===== src/sv/crcfhc_pkg.sv =====
package crcfhc_pkg;

	// header layout
	localparam int HEADER_BYTES = 28;
	localparam int CRC_SPAN     = HEADER_BYTES - 4;
	localparam logic [4:0] POS_CRC_END = 5'(CRC_SPAN);
	localparam logic [4:0] POS_LAST    = 5'(HEADER_BYTES - 1);

	// CRC-32C, reflected
	localparam logic [31:0] CRC_POLY = 32'h82F6_3B78;
	localparam logic [31:0] CRC_INIT = 32'hFFFF_FFFF;

	// result kinds
	localparam logic [1:0] KIND_HEADER  = 2'd0;
	localparam logic [1:0] KIND_PAYLOAD = 2'd1;
	localparam logic [1:0] KIND_END     = 2'd2;

	// header status codes
	localparam logic [2:0] ST_OK          = 3'd0;
	localparam logic [2:0] ST_BAD_MAGIC   = 3'd1;
	localparam logic [2:0] ST_BAD_VERSION = 3'd2;
	localparam logic [2:0] ST_BAD_TYPE    = 3'd3;
	localparam logic [2:0] ST_TOO_LONG    = 3'd4;

	// register map (word index)
	localparam int          REG_ADDR_W   = 5;
	localparam logic [2:0]  REG_MAGIC    = 3'd0;
	localparam logic [2:0]  REG_VERSION  = 3'd1;
	localparam logic [2:0]  REG_TYPE_LO  = 3'd2;
	localparam logic [2:0]  REG_TYPE_HI  = 3'd3;
	localparam logic [2:0]  REG_LIMIT    = 3'd4;

	typedef struct packed {
		logic [7:0] rx_byte;
		logic       abort;
	} item_t;

	typedef struct packed {
		logic [1:0]  kind;
		logic [2:0]  status;
		logic [15:0] frame_type;
		logic [31:0] frame_flags;
		logic [31:0] payload_length;
		logic [63:0] correlation_id;
		logic [7:0]  payload_byte;
		logic        crc_ok;
		logic        last;
	} result_t;

	typedef struct packed {
		logic [31:0] magic_word;
		logic [15:0] expected_version;
		logic [15:0] type_lowest;
		logic [15:0] type_highest;
		logic [31:0] payload_limit;
	} cfg_t;

	// what one accepted byte produced
	typedef enum logic [1:0] {
		EV_HDR,
		EV_HDR_END,
		EV_PAY,
		EV_PAY_END
	} ev_t;

	typedef struct packed {
		ev_t         ev;
		logic [2:0]  status;
		logic        crc_ok;
		logic [7:0]  pbyte;
		logic [15:0] frame_type;
		logic [31:0] frame_flags;
		logic [31:0] payload_length;
		logic [63:0] correlation_id;
	} entry_t;

	// one byte through the CRC-32C register
	function automatic logic [31:0] crc_byte(input logic [31:0] crc, input logic [7:0] b);
		logic [31:0] c;
		c = crc ^ {24'd0, b};
		for (int i = 0; i < 8; i++) begin
			c = c[0] ? ((c >> 1) ^ CRC_POLY) : (c >> 1);
		end
		return c;
	endfunction

endpackage


===== src/sv/crcfhc_front.sv =====
module crcfhc_front
	import crcfhc_pkg::*;
(
	input  logic   clk,
	input  logic   arst_n,
	input  cfg_t   cfg,
	input  logic   push,
	input  item_t  item,
	input  logic   q_full,
	output logic   full,
	output logic   wr_en,
	output entry_t wr_data
);

	logic [4:0]  pos_q;
	logic        in_pay_q;
	logic [63:0] shift0_q, shift1_q, shift2_q;
	logic [31:0] rx_crc_q;
	logic [31:0] crc_q;
	logic [31:0] remain_q;

	logic        accept;
	logic        eff_pay;
	logic [4:0]  eff_pos;
	logic [31:0] eff_crc;
	logic [31:0] crc_next;
	logic [31:0] rx_crc_next;
	logic        hdr_done;
	logic        pay_end;
	logic [2:0]  status;
	logic [31:0] length;
	logic [15:0] ftype;

	assign full   = q_full;
	assign accept = push & ~q_full;

	// abort restarts the frame before this byte is looked at
	assign eff_pay = in_pay_q & ~item.abort;
	assign eff_pos = item.abort ? 5'd0 : pos_q;
	assign eff_crc = item.abort ? CRC_INIT : crc_q;

	assign crc_next    = crc_byte(eff_crc, item.rx_byte);
	assign rx_crc_next = {rx_crc_q[23:0], item.rx_byte};
	assign hdr_done    = ~eff_pay & (eff_pos == POS_LAST);
	assign pay_end     = remain_q == 32'd1;
	assign length      = shift1_q[31:0];
	assign ftype       = shift0_q[15:0];

	// header checks, first failure wins
	always_comb begin
		priority if (shift0_q[63:32] != cfg.magic_word)
			status = ST_BAD_MAGIC;
		else if (shift0_q[31:16] != cfg.expected_version)
			status = ST_BAD_VERSION;
		else if (ftype < cfg.type_lowest || ftype > cfg.type_highest)
			status = ST_BAD_TYPE;
		else if (length > cfg.payload_limit)
			status = ST_TOO_LONG;
		else
			status = ST_OK;
	end

	// queue entry for this byte
	always_comb begin
		wr_en                  = accept & (eff_pay | hdr_done);
		wr_data.status         = ST_OK;
		wr_data.pbyte          = item.rx_byte;
		wr_data.frame_type     = ftype;
		wr_data.frame_flags    = shift1_q[63:32];
		wr_data.payload_length = length;
		wr_data.correlation_id = shift2_q;
		if (eff_pay) begin
			wr_data.ev     = pay_end ? EV_PAY_END : EV_PAY;
			wr_data.crc_ok = (crc_next ^ CRC_INIT) == rx_crc_q;
		end else begin
			wr_data.status = status;
			wr_data.ev     = (status == ST_OK && length == 32'd0) ? EV_HDR_END : EV_HDR;
			wr_data.crc_ok = (eff_crc ^ CRC_INIT) == rx_crc_next;
		end
	end

	// header capture, running CRC, payload count
	always_ff @(posedge clk or negedge arst_n) begin
		if (!arst_n) begin
			pos_q    <= 5'd0;
			in_pay_q <= 1'b0;
			shift0_q <= 64'd0;
			shift1_q <= 64'd0;
			shift2_q <= 64'd0;
			rx_crc_q <= 32'd0;
			crc_q    <= CRC_INIT;
			remain_q <= 32'd0;
		end else if (accept) begin
			if (eff_pay) begin
				if (pay_end) begin
					in_pay_q <= 1'b0;
					pos_q    <= 5'd0;
					crc_q    <= CRC_INIT;
					remain_q <= 32'd0;
				end else begin
					crc_q    <= crc_next;
					remain_q <= remain_q - 32'd1;
				end
			end else begin
				if (eff_pos < POS_CRC_END) begin
					unique case (eff_pos[4:3])
						2'd0:    shift0_q <= {shift0_q[55:0], item.rx_byte};
						2'd1:    shift1_q <= {shift1_q[55:0], item.rx_byte};
						default: shift2_q <= {shift2_q[55:0], item.rx_byte};
					endcase
				end else begin
					rx_crc_q <= rx_crc_next;
				end
				if (hdr_done) begin
					pos_q <= 5'd0;
					if (status == ST_OK && length != 32'd0) begin
						in_pay_q <= 1'b1;
						remain_q <= length;
						crc_q    <= eff_crc;
					end else begin
						in_pay_q <= 1'b0;
						remain_q <= 32'd0;
						crc_q    <= CRC_INIT;
					end
				end else begin
					in_pay_q <= 1'b0;
					remain_q <= 32'd0;
					pos_q    <= eff_pos + 5'd1;
					// checksum bytes stay out of the CRC
					crc_q    <= (eff_pos < POS_CRC_END) ? crc_next : eff_crc;
				end
			end
		end
	end

endmodule


===== config.mk =====
export PLATFORM = sky130hd
export DESIGN_NAME = crcfhc_front
export DESIGN_NICKNAME = d
export VERILOG_FILES = /design/src/sv/crcfhc_pkg.sv /design/src/sv/crcfhc_front.sv
export SDC_FILE = /design/constraint.sdc
export NUM_CORES = 1
export LEC_CHECK = 0
export ABC_AREA = 1
export BUFFER_PORTS_ARGS = -buffer_cell sky130_fd_sc_hd__buf_2
export CORE_ASPECT_RATIO = 0.6
export CORE_MARGIN = 2
export CORE_UTILIZATION = 45
export CTS_CLUSTER_DIAMETER = 100
export DETAILED_ROUTE_END_ITERATION = 12
export PLACE_DENSITY_LB_ADDON = 0.3
export SYNTH_ARGS = -nofsm -noshare
export SYNTH_HDL_FRONTEND = slang
export SYNTH_SLANG_ARGS = --single-unit

===== constraint.sdc =====
create_clock -name clk -period 3.3 [get_ports clk]
set_input_delay 0.66 -clock clk [delete_from_list [all_inputs] [get_ports clk]]
set_output_delay 0.66 -clock clk [all_outputs]
set_load 0.02 [all_outputs]

# Word level (Yosys, flattened, before mapping)
# Cells that the tools add are included.
[op_classes] n_reduce_logical=13 n_mul=0 add_sub_neg=2 order_cmp=4 mux=35 shift=0 n_eq_ne=8 bitwise=21 div=0
[ops] operator="two-way mux 32 bit" n=18
[ops] operator="inverter 16 -> 17 bit" n=8
[ops] operator="== test 32 bit" n=2
[ops] operator="inverter 32 bit" n=2
[ops] operator="== test 32 x 1 -> 1 bit, second input constant" n=1
[ops] operator="> comparator 32 bit" n=1
[ops] operator="zero test 32 bit" n=1
[ops] operator="!= test 32 bit" n=1
[ops] operator="nonzero test 32 bit" n=1
[ops] operator="subtractor 32 x 1 -> 32 bit, second input constant" n=1
[ops] operator="XOR 32 x 8 -> 32 bit" n=1
[ops] operator="two-way mux 5 bit" n=4
[ops] operator="> comparator 16 bit" n=1
[ops] operator="less-than comparator 16 bit" n=1
[ops] operator="!= test 16 bit" n=1
[ops] operator="two-way mux 3 bit" n=5
[ops] operator="AND reduction 4 bit" n=3
[ops] operator="two-way mux 1 bit" n=7
[ops] operator="adder 5 x 1 -> 5 bit, second input constant" n=1
[ops] operator="== test 5 bit, second input constant" n=1
[ops] operator="less-than comparator 5 bit, second input constant" n=1
[ops] operator="inverter 1 bit" n=5
[ops] operator="bitwise AND 1 bit" n=4
[ops] operator="zero test 3 bit" n=1
[ops] operator="10 further kinds" n=11
[word_totals] inputBits=125 wordCells=91 mem_count=0 ff_bits=294 latch_bits=0 mem_bits_ro=0 output_inout_bits=160 ram_bits=0

# Logic depth before layout (Yosys ltp)
[logic_depth] ltp_word=21 mapped_depth=21

# Least setup slack after synthesis
# OpenSTA, ideal clock, no wires.
[synth_path] path_type="in2out" startpoint="in cfg[31] in the netlist's numbering" endpoint="out wr_data[156] in the netlist's numbering" required_time_ns=2.640 slack_ns=-0.060 t_arrival_ns=2.700 cell_stages=11 cell_sequence="inv_1 -> ha_1 -> nand2_1 -> nor2_1 -> nand4_1 -> nor4_1 -> nand4_1 -> a21oi_2 -> clkbuf_1 -> nand3_1 -> a21oi_1"
[synth_rtl] element="start, declared" line_no="crcfhc_front.sv:6" text="input cfg_t cfg,"
[synth_rtl] element="end, declared" line_no="crcfhc_front.sv:12" text="output entry_t wr_data"

==> impl_metrics.toml <==
[status]
violations = "negative setup slack"
status = "finished, violations left"

[worst_setup_path]
crit_family = "compound AO/OA/AOI/OAI gates"
critPathArrivalTime_ns = 3.28
cp_num_buf_inv = 4
cp.required_ns = 2.64
cp-end-kind = "output port"
timing.critical_path.from = "crc_q[0]"
max_stage_delay_ns = 0.70
crit_chain = "inv_1, nand2_2, nand2_1, nand2_2, nand2_4, buf_4, a2111oi_0, buf_4, nand3_1, nor2_1, o21bai_4, buf_6"
worstSetupPathType = "reg -> out"
reg2reg_from = "shift1_q[31]"
critPathSlowestCell = "a2111oi_0"
start_kind = "register"
crit_fanout = 5

[yosys]
synthFlopType = "dfrtp_1"
synth-seq-cells = 294
synth_cells = 2534
synth_area_leaders = "dfrtp_1 36%, nand2_1 14%, o21ai_0 6.1%"
yosysMostFrequentCell = "nand2_1"
synth_top_area_share_pct = 35.5
synthTopCellsByCount = "700 x nand2_1, 293 x inv_1, 262 x dfrtp_1"
synth_area_per_cell_um2 = 7.29
synthesis.area_um2 = 18500
synth_enable_flop_cells = 0
async_flop_share_pct = 100
synth.distinct_cells = 54
yosys_warnings = 0
ys_seq_area_share_pct = 40.1
synth_nets = 2725
synth_top_cell_by_area = "dfrtp_1"

[run]
maxCapViolCount = 0

[global_routing]
track_usage_pct = 32.2
grt_first_pass_wirelength_um = 106000
grt_pass1_vias = 17800
busiest_layer = "met1"
grt-ovfl-total = 0
met3_usage_pct = 6.09
antenna_found_initial = 2
gr-usage-met1_pct = 51.6
grt_max_degree = 85
grtUsageMet2_pct = 45.0

[placed_design]
place.gp.congestion = 1.02
hpwl_um = 53100
io_buffers = 284

[timing]
setup_viol = 3
tightest_slew_ns = 0.774
holdWs_ns = 0.0886
maxSlewHeadroom_pct = 47.1
rsz0062_at_grt = "yes"
fin_skew_ns = 0.0159
finalCritPeriodShare_pct = 119
min_period_ns = 3.94
finalHoldViolCount = 0
setup_slack_ns = -0.641
fmax_ghz = 0.254
maxSlewViolCount = 0

[cts]
tritoncts = "done"
cts_root_buf = "clkbuf_16"
cts_buffer_depth = 3
ctsHoldBuffers = 0
htree_levels = 1
cts_buffers = 29
path_clk_slew_ns = 0.07
clk_latency_ns = 0.58
cts.sink_count = 294

[power]
ir_drop_mv = 0.527
power_leakage_nw = 12.5
power_mw = 19.0
p_per_area_nw_per_um2 = 799

[detailed_routing]
viasPerCell = 5.42
vias = 19200
wl_per_cell_um = 19.7
first_pass_iters = 8
route.antenna.remaining_nets = 0
drc = 0
routed_wl_um = 69400
drtIter0Drc = 2291

[floorplanning]
core_um2 = 40400
die_w_um = 266
start_util_pct = 45.7
ios = 285
die_y_um = 161
die-area_um2 = 42700
rows = 57

[final_layout]
drive_gt1_share_pct = 27.1
syn_to_final_growth_pct = 28.9
num-fill-cells = 3689
multiInputGateArea_um2 = 9850
seq_area_um2 = 7410
fin_nets = 3168

[worst_hold_path]
hold_path.class = "in -> async"
-- logic make-up after synthesis --
logic type	count (synthesis)	synth area share, %
AND/OR/NAND/NOR	1207	28.2
adder cells (fa/ha/maj)	66	4.47
AO/OA/AOI/OAI	443	12.8
buffers and inverters	431	9.67
multiplexers	19	1.16
flip-flops	294	40.1
XOR/XNOR	74	3.55
-- cell type report --
| type | instances | area share (%) |
|---|---|---|
| Tap cell | 531 | 2.79 |
| Clock buffer | 37 | 3.39 |
| Timing Repair Buffer | 536 | 15.3 |
| Clock inverter | 16 | 1.13 |
| Antenna cell | 1 | 0.0105 |
| Inverter | 307 | 4.85 |
| Sequential cell | 294 | 31.2 |
| Multi-Input combinational cell | 1809 | 41.4 |
-- worst paths after layout --
kind | to | slack, ns | depth (start not counted)
worst max-delay path | wr_data[152] | -0.64 | 12
worst min-delay path | shift0_q[62] | 0.09 | 1
worst max register to register | remain_q[16] | 0.18 | 13
worst min register to register | crc_q[17] | 0.47 | 2
max in group asynchronous | crc_q[5] | 2.29 | 2
min in group clk | crc_q[17] | 0.47 | 2
-- power by group --
group	total, mW	internal [mW]	switching [mW]
registers	5.73	4.76	0.970
logic	9.48	3.76	5.72
clock network	3.80	2.27	1.52
total	19.0	10.8	8.22
-- routing by layer --
layer  vias to the layer above  routed length [µm]
li1                       9022                   -
met3                        90                6970
met5                         -                   0
met1                      9168               33200
met2                       875               28000
met4                         0                1180
-- what timing repair did --
item | in CTS | in global routing
gates resized for setup | 66 | 54
endpoints found under the setup margin | 5 | 5
gates cloned | 1 | 0
pin swaps | 27 | 31
setup buffers | 14 | 5
-- stage by stage --
step | std cells | worst slack (ns) | utilization [%] | cell area [µm²] | TNS (ns)
6_report | 3531 | -0.641 | 58.8 | 23800 | -0.990
5_1_grt | 3530 | -0.753 | 58.8 | 23800 | -1.29
4_1_cts | 3526 | -0.557 | 57.9 | 23400 | -0.823
3_5_place_dp | 3460 | -0.921 | 54.4 | 22000 | -4.90
3_3_place_gp | 3460 | -0.900 | 54.4 | 22000 | -5.16
2_1_floorplan | 2534 | 0.0176 | - | 18500 | 0
-- layout by cell type, fill, tap and decap left out, types with 13 or more instances in the layout --
cell type / instances
ha_4: 14
o21ai_0: 220
nand4_1: 49
nor2_2: 14
a21oi_1: 158
inv_2: 13
nand3_1: 102
mux2_2: 19
nor4_1: 17
ha_1: 52
nand2_2: 34
buf_12: 19
clkbuf_16: 29
or2_2: 19
nor2_1: 216
xnor2_1: 34
dfrtp_1: 250
nand2_4: 16
buf_4: 226
inv_1: 291
nand2_1: 681
buf_2: 279
dfstp_2: 32
xor2_1: 35
-- registers in the layout, summed over array words and instances, names as in the netlist --
register and cells:
crc_q 32, pos_q 5, rx_crc_q 32, in_pay_q 1, shift2_q 64, shift1_q 64, shift0_q 64, remain_q 32
-- worst register-to-register path: stages, from the launching register on --
cell      delay (ns)
dfrtp_1         0.42
ha_4            0.30
nand2_4         0.06
nor2_4          0.10
nand4_1         0.14
nor4_2          0.30
buf_4           0.18
nand4_1         0.12
a21oi_2         0.24
buf_4           0.44
nand3_2         0.24
clkinv_2        0.27
nand2_1         0.09
a21oi_1         0.15
No activity file was read; power rests on OpenSTA's default activity.
